$ cat src/rtl/sfla_pkg.sv
`timescale 1ns / 1ps
`default_nettype none
// ----------------------------------------------------------------------------
// Slab allocator package
// Sizes, status codes and the request and response of the shared adder.
// ----------------------------------------------------------------------------
package sfla_pkg;

  localparam int SLABS_PER_GULP = 16;
  localparam int SLAB_BYTES     = 64;
  localparam int MAX_GULPS      = 8;
  localparam int TOTAL_SLABS    = SLABS_PER_GULP * MAX_GULPS;

  localparam int ADDR_W   = 32;
  localparam int STATUS_W = 3;
  localparam int FCNT_W   = 8;
  localparam int GOUT_W   = 4;

  localparam int IDX_W      = (TOTAL_SLABS > 1) ? $clog2(TOTAL_SLABS) : 1;
  localparam int DEPTH_W    = $clog2(TOTAL_SLABS + 1);
  localparam int GCNT_W     = $clog2(MAX_GULPS + 1);
  localparam int SLOT_W     = (SLABS_PER_GULP > 1) ? $clog2(SLABS_PER_GULP) : 1;
  localparam int SLAB_SHIFT = $clog2(SLAB_BYTES);
  localparam int CHUNK_SHIFT = $clog2(SLABS_PER_GULP) + SLAB_SHIFT;

  localparam logic [ADDR_W-1:0] BASE_RESET = 32'd65536;

  localparam logic [STATUS_W-1:0] ST_OK       = 3'd0;
  localparam logic [STATUS_W-1:0] ST_NULL     = 3'd1;
  localparam logic [STATUS_W-1:0] ST_OUTSIDE  = 3'd2;
  localparam logic [STATUS_W-1:0] ST_FULL     = 3'd3;
  localparam logic [STATUS_W-1:0] ST_DOUBLE   = 3'd4;
  localparam logic [STATUS_W-1:0] ST_NO_GULPS = 3'd5;

  typedef enum logic [0:0] {
    ALU_ADD = 1'b0,
    ALU_SUB = 1'b1
  } alu_op_t;

  typedef struct packed {
    alu_op_t             op;
    logic [ADDR_W-1:0]   a;
    logic [ADDR_W-1:0]   b;
  } alu_req_t;

  typedef struct packed {
    logic [ADDR_W-1:0]   y;
    logic                carry;
  } alu_rsp_t;

endpackage
`default_nettype wire

$ cat src/rtl/slab_free_list_allocator_unit.sv
`timescale 1ns / 1ps
`default_nettype none
// ----------------------------------------------------------------------------
// Slab free-list allocator
// Fixed-size slab allocator with a LIFO free stack, refilled one gulp region
// at a time, and per-slab free marks for double-free detection.
// ----------------------------------------------------------------------------
//
//   channel  direction  handshake            payload
//   in       input      in_valid / in_ready  op, address
//   out      output     out_valid/out_ready  status, slab_address,
//                                            free_count, gulps_claimed
//   cfg      input      cfg_valid/cfg_ready  cfg_data (base_address)
//
// An allocate reads the stack top; on an empty stack it first pushes each slot of
// a new gulp and pops. A free computes its offset, checks bound and fill and, if
// both pass, reads its mark; a null free or an allocate with no gulps left goes
// straight to the result. in_ready is high only when idle; a result waiting in
// the output register holds the next item in its last cycle. Reset is
// synchronous, and free marks read as clear through per-slab valid bits; the
// stack RAM is never cleared.
// ----------------------------------------------------------------------------
module slab_free_list_allocator_unit (
  input  wire logic                               clk,
  input  wire logic                               rst,
  input  wire logic                               in_valid,
  output logic                                    in_ready,
  input  wire logic                               op,
  input  wire logic [sfla_pkg::ADDR_W-1:0]        address,
  output logic                                    out_valid,
  input  wire logic                               out_ready,
  output logic      [sfla_pkg::STATUS_W-1:0]      status,
  output logic      [sfla_pkg::ADDR_W-1:0]        slab_address,
  output logic      [sfla_pkg::FCNT_W-1:0]        free_count,
  output logic      [sfla_pkg::GOUT_W-1:0]        gulps_claimed,
  input  wire logic                               cfg_valid,
  output logic                                    cfg_ready,
  input  wire logic [sfla_pkg::ADDR_W-1:0]        cfg_data
);

  // Sequencer states.
  typedef enum logic [7:0] {
    S_IDLE = 8'b0000_0001,
    S_FILL = 8'b0000_0010,
    S_POP  = 8'b0000_0100,
    S_RD   = 8'b0000_1000,
    S_OFFS = 8'b0001_0000,
    S_CHK  = 8'b0010_0000,
    S_MRD  = 8'b0100_0000,
    S_DONE = 8'b1000_0000
  } state_t;

  state_t state, state_next;

  // Architectural state.
  logic [sfla_pkg::ADDR_W-1:0]  base;
  logic [sfla_pkg::DEPTH_W-1:0] depth;
  logic [sfla_pkg::GCNT_W-1:0]  gulps;
  logic [sfla_pkg::TOTAL_SLABS-1:0] mark_vld;

  // Per-item working registers.
  logic [sfla_pkg::ADDR_W-1:0]   addr_in;
  logic [sfla_pkg::ADDR_W-1:0]   offset;
  logic [sfla_pkg::SLOT_W-1:0]   slot;
  logic [sfla_pkg::STATUS_W-1:0] res_status;
  logic [sfla_pkg::ADDR_W-1:0]   res_addr;
  logic                          mvld_q;

  // Output register.
  logic [sfla_pkg::STATUS_W-1:0] out_status;
  logic [sfla_pkg::ADDR_W-1:0]   out_addr;
  logic [sfla_pkg::FCNT_W-1:0]   out_free;
  logic [sfla_pkg::GOUT_W-1:0]   out_gulps;

  // Memories and the shared adder.
  logic                         stack_we;
  logic [sfla_pkg::IDX_W-1:0]   stack_wdata;
  logic [sfla_pkg::IDX_W-1:0]   stack_q;
  logic                         mark_we;
  logic [sfla_pkg::IDX_W-1:0]   mark_waddr;
  logic                         mark_wdata;
  logic                         mark_q;
  sfla_pkg::alu_req_t           alu_req;
  sfla_pkg::alu_rsp_t           alu_rsp;

  // Derived values.
  logic [sfla_pkg::DEPTH_W-1:0] depth_m1;
  logic [sfla_pkg::DEPTH_W-1:0] claimed_slabs;
  logic [sfla_pkg::IDX_W-1:0]   fill_idx;
  logic [sfla_pkg::IDX_W-1:0]   free_idx;
  logic [sfla_pkg::ADDR_W-1:0]  limit;
  logic                         misaligned;
  logic                         mark_hit;
  logic                         slot_last;
  logic                         out_free_slot;

  assign depth_m1      = depth - 1'b1;
  assign claimed_slabs = sfla_pkg::DEPTH_W'(gulps)
                       * sfla_pkg::DEPTH_W'(sfla_pkg::SLABS_PER_GULP);
  assign fill_idx      = sfla_pkg::IDX_W'(claimed_slabs) + sfla_pkg::IDX_W'(slot);
  assign free_idx      = offset[sfla_pkg::SLAB_SHIFT +: sfla_pkg::IDX_W];
  assign limit         = sfla_pkg::ADDR_W'(gulps) << sfla_pkg::CHUNK_SHIFT;
  assign misaligned    = (offset & sfla_pkg::ADDR_W'(sfla_pkg::SLAB_BYTES - 1)) != '0;
  assign mark_hit      = mvld_q & mark_q;
  assign slot_last     = slot == sfla_pkg::SLOT_W'(sfla_pkg::SLABS_PER_GULP - 1);
  assign out_free_slot = !out_valid || out_ready;

  assign in_ready  = state == S_IDLE;
  assign cfg_ready = 1'b1;

  assign status        = out_status;
  assign slab_address  = out_addr;
  assign free_count    = out_free;
  assign gulps_claimed = out_gulps;

  // The stack is always read at its top entry; the read data is registered and used in the following cycle.
  sfla_ram #(
    .WIDTH (sfla_pkg::IDX_W),
    .DEPTH (sfla_pkg::TOTAL_SLABS)
  ) u_stack (
    .clk   (clk),
    .we    (stack_we),
    .waddr (depth[sfla_pkg::IDX_W-1:0]),
    .wdata (stack_wdata),
    .raddr (depth_m1[sfla_pkg::IDX_W-1:0]),
    .rdata (stack_q)
  );

  // Free marks; an entry never written since reset reads as clear through
  // its valid bit.
  sfla_ram #(
    .WIDTH (1),
    .DEPTH (sfla_pkg::TOTAL_SLABS)
  ) u_mark (
    .clk   (clk),
    .we    (mark_we),
    .waddr (mark_waddr),
    .wdata (mark_wdata),
    .raddr (free_idx),
    .rdata (mark_q)
  );

  sfla_alu u_alu (
    .req (alu_req),
    .rsp (alu_rsp)
  );

  // Memory write controls.
  always_comb begin
    stack_we    = (state == S_FILL) || ((state == S_MRD) && !mark_hit);
    stack_wdata = (state == S_FILL) ? fill_idx : free_idx;
    mark_we     = (state == S_FILL) || (state == S_RD) || ((state == S_MRD) && !mark_hit);
    mark_wdata  = state != S_RD;
    case (state)
      S_FILL:  mark_waddr = fill_idx;
      S_RD:    mark_waddr = stack_q;
      default: mark_waddr = free_idx;
    endcase
  end

  // Operand selection for the shared adder.
  always_comb begin
    alu_req.op = sfla_pkg::ALU_ADD;
    alu_req.a  = base;
    alu_req.b  = sfla_pkg::ADDR_W'(stack_q) << sfla_pkg::SLAB_SHIFT;
    case (state)
      S_OFFS: begin
        alu_req.op = sfla_pkg::ALU_SUB;
        alu_req.a  = addr_in;
        alu_req.b  = base;
      end
      S_CHK: begin
        alu_req.op = sfla_pkg::ALU_SUB;
        alu_req.a  = offset;
        alu_req.b  = limit;
      end
      default: begin
      end
    endcase
  end

  // Next state.
  always_comb begin
    state_next = state;
    case (state)
      S_IDLE: begin
        if (in_valid) begin
          if (op) begin
            state_next = (address == '0) ? S_DONE : S_OFFS;
          end else if (depth != '0) begin
            state_next = S_RD;
          end else if (gulps < sfla_pkg::GCNT_W'(sfla_pkg::MAX_GULPS)) begin
            state_next = S_FILL;
          end else begin
            state_next = S_DONE;
          end
        end
      end
      S_FILL: begin
        if (slot_last) begin
          state_next = S_POP;
        end
      end
      S_POP:  state_next = S_RD;
      S_RD:   state_next = S_DONE;
      S_OFFS: state_next = S_CHK;
      S_CHK: begin
        // A clear carry means the offset lies below the claimed limit.
        if (alu_rsp.carry || misaligned || depth == claimed_slabs) begin
          state_next = S_DONE;
        end else begin
          state_next = S_MRD;
        end
      end
      S_MRD:  state_next = S_DONE;
      S_DONE: begin
        if (out_free_slot) begin
          state_next = S_IDLE;
        end
      end
      default: state_next = S_IDLE;
    endcase
  end

  // Control registers.
  always_ff @(posedge clk) begin
    if (rst) begin
      state     <= S_IDLE;
      base      <= sfla_pkg::BASE_RESET;
      depth     <= '0;
      gulps     <= '0;
      mark_vld  <= '0;
      out_valid <= 1'b0;
    end else begin
      state <= state_next;
      if (cfg_valid && cfg_ready) begin
        base <= cfg_data;
      end
      if (mark_we) begin
        mark_vld[mark_waddr] <= 1'b1;
      end
      if (stack_we) begin
        depth <= depth + 1'b1;
      end else if ((state == S_IDLE && in_valid && !op && depth != '0) || state == S_POP) begin
        depth <= depth_m1;
      end
      if (state == S_FILL && slot_last) begin
        gulps <= gulps + 1'b1;
      end
      if (state == S_DONE && out_free_slot) begin
        out_valid <= 1'b1;
      end else if (out_ready) begin
        out_valid <= 1'b0;
      end
    end
  end

  // Payload registers.
  always_ff @(posedge clk) begin
    mvld_q <= mark_vld[free_idx];
    case (state)
      S_IDLE: begin
        addr_in    <= address;
        slot       <= '0;
        res_addr   <= '0;
        res_status <= op ? sfla_pkg::ST_NULL : sfla_pkg::ST_NO_GULPS;
      end
      S_FILL: slot <= slot + 1'b1;
      S_RD: begin
        res_status <= sfla_pkg::ST_OK;
        res_addr   <= alu_rsp.y;
      end
      S_OFFS: offset <= alu_rsp.y;
      S_CHK: begin
        if (alu_rsp.carry || misaligned) begin
          res_status <= sfla_pkg::ST_OUTSIDE;
        end else if (depth == claimed_slabs) begin
          res_status <= sfla_pkg::ST_FULL;
        end
      end
      S_MRD: res_status <= mark_hit ? sfla_pkg::ST_DOUBLE : sfla_pkg::ST_OK;
      S_DONE: begin
        if (out_free_slot) begin
          out_status <= res_status;
          out_addr   <= res_addr;
          out_free   <= sfla_pkg::FCNT_W'(depth);
          out_gulps  <= sfla_pkg::GOUT_W'(gulps);
        end
      end
      default: begin
      end
    endcase
  end

endmodule
`default_nettype wire

$ cat src/rtl/sfla_ram.sv
`timescale 1ns / 1ps
`default_nettype none
// ----------------------------------------------------------------------------
// Generic RAM
// One write port and one read port with registered read data.
// ----------------------------------------------------------------------------
module sfla_ram #(
  parameter int WIDTH = 8,
  parameter int DEPTH = 16
) (
  input  wire logic                             clk,
  input  wire logic                             we,
  input  wire logic [$clog2(DEPTH)-1:0]         waddr,
  input  wire logic [WIDTH-1:0]                 wdata,
  input  wire logic [$clog2(DEPTH)-1:0]         raddr,
  output logic      [WIDTH-1:0]                 rdata
);

  logic [WIDTH-1:0] mem [DEPTH];

  always_ff @(posedge clk) begin
    if (we) begin
      mem[waddr] <= wdata;
    end
    rdata <= mem[raddr];
  end

endmodule
`default_nettype wire

$ cat src/rtl/sfla_alu.sv
`timescale 1ns / 1ps
`default_nettype none
// ----------------------------------------------------------------------------
// Shared adder
// 32-bit add or subtract with carry out; a set carry on subtract means a >= b.
// ----------------------------------------------------------------------------
module sfla_alu (
  input  wire sfla_pkg::alu_req_t req,
  output sfla_pkg::alu_rsp_t      rsp
);

  logic [sfla_pkg::ADDR_W-1:0] b_in;
  logic [sfla_pkg::ADDR_W:0]   sum;

  always_comb begin
    b_in = (req.op == sfla_pkg::ALU_SUB) ? ~req.b : req.b;
    sum  = {1'b0, req.a} + {1'b0, b_in}
         + (sfla_pkg::ADDR_W + 1)'(req.op == sfla_pkg::ALU_SUB);
    rsp.y     = sum[sfla_pkg::ADDR_W-1:0];
    rsp.carry = sum[sfla_pkg::ADDR_W];
  end

endmodule
`default_nettype wire

$ cat config.mk
export PLATFORM = sky130hd
export DESIGN_NAME = slab_free_list_allocator_unit
export DESIGN_NICKNAME = d
export VERILOG_FILES = /design/src/rtl/sfla_pkg.sv /design/src/rtl/slab_free_list_allocator_unit.sv /design/src/rtl/sfla_ram.sv /design/src/rtl/sfla_alu.sv
export SDC_FILE = /design/constraint.sdc
export NUM_CORES = 2
export LEC_CHECK = 0
export BUFFER_PORTS_ARGS = -buffer_cell sky130_fd_sc_hd__buf_4
export CAP_MARGIN = 20
export CORE_MARGIN = 2
export CORE_UTILIZATION = 56
export DETAILED_ROUTE_END_ITERATION = 7
export PLACE_DENSITY_LB_ADDON = 0.05
export SLEW_MARGIN = 20
export SYNTH_ARGS = -nofsm -noshare
export SYNTH_HDL_FRONTEND = slang
export SYNTH_HIERARCHICAL = 1
export SYNTH_SLANG_ARGS = --single-unit
$ cat constraint.sdc
create_clock -name clk -period 5.4 [get_ports clk]
set_input_delay 1.08 -clock clk [delete_from_list [all_inputs] [get_ports clk]]
set_output_delay 1.08 -clock clk [all_outputs]
set_load 0.01 [all_outputs]
==> results.json <==
{
  "p_switching_mw": 12.42,
  "relSlewSlack_pct": 26.59,
  "syn_area_per_cell_um2": 16.60,
  "htree_levels": 4,
  "grt_max_degree": 129,
  "path_class": "flip-flop to flip-flop",
  "drt_iter0_drc": 3627,
  "totalWireLength_um": 135800,
  "num_vias": 31820,
  "synth-seq-area-share_pct": 69.00,
  "yosysUniqueCellTypes": 80,
  "syn_area_um2": 56600,
  "yosys.area_share.simple_pct": 7.533,
  "critPathSlowestCell": "nor4_1",
  "final_common_cell": "edfxtp_1",
  "slew_viol_final": 0,
  "postSynthCellCount": 3410,
  "synth-compound-area-share_pct": 3.981,
  "final-seq-area_um2": 39060,
  "final_area_um2": 63580,
  "core_um2": 100100,
  "skew_ns": 0.02971,
  "dieArea_um2": 103600,
  "synth-async-reset-ratio_pct": 0,
  "nets": 3646,
  "ys_ff_latch": 1364,
  "p_clk_share_pct": 26.3,
  "synth_top_family_by_area": "multiplexers",
  "place_area_um2": 58960,
  "critPathLaunchType": "flip-flop",
  "power.internal_mw": 23.60,
  "nFillCells": 7001,
  "setup_viol": 0,
  "hold_slack_ns": 0.4213,
  "yosysWarningCount": 6,
  "path_clk_slew_ns": 0.06,
  "status": "completed",
  "required_ns": 5.96,
  "end_kind": "flip-flop",
  "synth_edf_count": 1174,
  "min_period_over_period_pct": 91.24,
  "synth_xor_area_share_pct": 1.207,
  "cp_max_fo": 37,
  "worst_pin_slew_ns": 1.093,
  "holdBufCountCts": 0,
  "synthFlopType": "edfxtp_1",
  "die_x_um": 321.9,
  "drc": 0,
  "antenna_found_initial": 10,
  "fin_setup_tns_ns": 0,
  "hp-class": "flip-flop to flip-flop",
  "vias_per_cell": 6.430,
  "wl_per_cell_um": 27.44,
  "crit_buf_inv": 2,
  "seqPwrFrac_pct": 34.6,
  "track_usage_pct": 26.41,
  "synth_mux_area_share_pct": 15.37,
  "crit_arrival_ns": 5.49,
  "root_buffer": "clkbuf_16",
  "vdd_drop_max_v": 0.001099,
  "layout-area-overhead-vs-synth_pct": 12.33,
  "final_core_util_pct": 63.49,
  "grt_first_pass_wirelength_um": 200900,
  "io_pins": 120,
  "drv_cap": 0,
  "numClockSinks": 1364,
  "path_common_cell": "nand2_1",
  "ant_nets": 0,
  "critPathTopFamily": "compound AO/OA/AOI/OAI gates",
  "grt.overflow.total": 0,
  "cpPeakStageDelay_ns": 0.46,
  "p_leak_nw": 21.73,
  "rsz0062_at_grt": "no",
  "cts_tree": "done",
  "first_pass_iters": 6,
  "cp_cell_sequence": "nor4_1 -> nand4b_1 -> inv_1 -> buf_6 -> a22oi_1 -> nand2_1 -> xor2_1 -> ha_1 -> a21oi_1 -> o211ai_1 -> a41oi_1 -> nand2_1 -> a21oi_1 -> o21a_1 -> nor3_1 -> nor4_1 -> nand2_1 -> o21ai_0 -> nand4_1 -> nor2_1 -> a211oi_1",
  "fmax_ghz": 0.2030,
  "clk_latency_ns": 0.76,
  "io_buffers": 118,
  "start_util_pct": 56.52,
  "layout-drive-gt1-share_pct": 22.66,
  "die_h_um": 321.9,
  "combPwrFrac_pct": 39.1,
  "final.min_clock_period_ns": 4.927,
  "final_cell_mix": "edfxtp_1 (1174), nor2_1 (467), mux4_2 (352)",
  "dpl.hpwl_um": 84760,
  "grt_pass1_vias": 31230,
  "synth_adder_area_share_pct": 0.8975,
  "rows": 116,
  "cts_buffers": 141,
  "gp_congestion": 0.8644,
  "swShare_pct": 34.48,
  "finalHoldViolations": 0,
  "powerDensity_nw_per_um2": 566.3,
  "syn_nets": 3520,
  "clockBufferDepth": 3,
  "multi_input_area_um2": 16560
}
## per-layer routing
metal / up-vias / track usage [%] / wire, um
met1: 16450 / 38.34 / 56720
met2: 1431 / 39.56 / 62590
met5: - / 0.4728 / 138
met3: 241 / 7.137 / 13030
met4: 14 / 7.757 / 3334
li1: 13690 / - / -
## logic make-up (layout without fill, tap and decap cells)
logic type / count (synthesis) / in the layout
fa+ha+maj: 40 / 40
mux: 416 / 416
buf+inv: 253 / 492
xor+xnor: 78 / 78
flops: 1364 / 1364
other cells: 1 / 2
compound gates: 344 / 344
simple gates: 914 / 915
## synth_stat cells, types with 6 or more instances
master / n / share of area, %
edfxtp_1: 1174 / 62
nor2_1: 471 / 3.1
mux4_2: 352 / 14
dfxtp_1: 190 / 6.7
nand2_1: 149 / 0.99
a31oi_1: 135 / 1.5
clkbuf_1: 126 / 0.84
and2_1: 61 / 0.67
xor2_1: 54 / 0.84
nand3_1: 52 / 0.46
a21oi_1: 45 / 0.40
mux2i_1: 42 / 0.74
o21ai_0: 41 / 0.36
ha_1: 39 / 0.86
a22oi_1: 38 / 0.50
buf_2: 37 / 0.33
nor3_1: 33 / 0.29
inv_1: 32 / 0.21
nor2b_1: 30 / 0.33
buf_4: 27 / 0.36
nand4_1: 25 / 0.28
xnor2_1: 24 / 0.37
buf_1: 22 / 0.15
nor4_1: 17 / 0.19
mux2_2: 15 / 0.30
o22ai_1: 15 / 0.17
and3_1: 12 / 0.13
nand2b_1: 10 / 0.11
nor3_4: 10 / 0.29
a21o_1: 8 / 0.11
o21bai_1: 8 / 0.11
a41oi_1: 7 / 0.11
mux4_1: 7 / 0.32
a211oi_1: 6 / 0.080
and4_1: 6 / 0.093
o211ai_1: 6 / 0.080
or3_1: 6 / 0.066
## cell type report
cell class / count / area share [%]
Clock buffer: 186 / 6.155
Sequential cell: 1364 / 61.43
Timing Repair Buffer: 198 / 2.576
Multi-Input combinational cell: 1794 / 26.05
Clock inverter: 71 / 0.9977
Tap cell: 1298 / 2.554
Antenna cell: 1 / 0.003936
Inverter: 37 / 0.2401
## registers in the layout (all words and copies together) (netlist names)
name	flops
u_stack/rdata	7
slot	4
gulps	4
gulps_claimed	4
slab_address	32
free_count	8
mark_vld	128
state	8
offset	32
mvld_q	1
status	3
res_status	3
res_addr	32
depth	8
out_valid	1
u_mark/mem	128
addr_in	32
u_stack/mem	896
base	32
u_mark/rdata	1
## through the flow
| step | power [mW] | setup slack, ns | instances |
|---|---|---|---|
| finish | 36.01 | 0.4731 | 4949 |
| global route | 37.21 | 0.03792 | 4948 |
| CTS | 36.05 | 0.1549 | 4942 |
| detailed placement | 26.55 | 0.1850 | 4685 |
| global placement | 26.45 | 0.3406 | 4684 |
| floorplan | 21.73 | 0.04028 | 3410 |
## final timing paths
| path | startpoint | end | slack, ns | depth (start not counted) |
|---|---|---|---|---|
| worst max-delay path | state[2] | state[7] | 0.47 | 21 |
| worst min-delay path | res_addr[12] | slab_address[12] | 0.42 | 0 |
| worst max register to register | state[2] | state[7] | 0.47 | 21 |
| worst min register to register | res_addr[12] | slab_address[12] | 0.42 | 0 |
## power groups by stage
stage	clock (mW)	sequential (mW)	combinational, mW
2_1_floorplan	0	12.5	9.20
6_report	9.48	12.4	14.1
3_3_place_gp	0	12.7	13.8
3_5_place_dp	0	12.7	13.9
4_1_cts	9.66	12.4	13.9
5_1_grt	10.1	12.5	14.7
## what timing repair did
action,4_1_cts,5_1_grt
endpoints found under the setup margin,0,5
resized for setup,0,3
setup buffers,0,4
(Power assumes the default switching activity.)
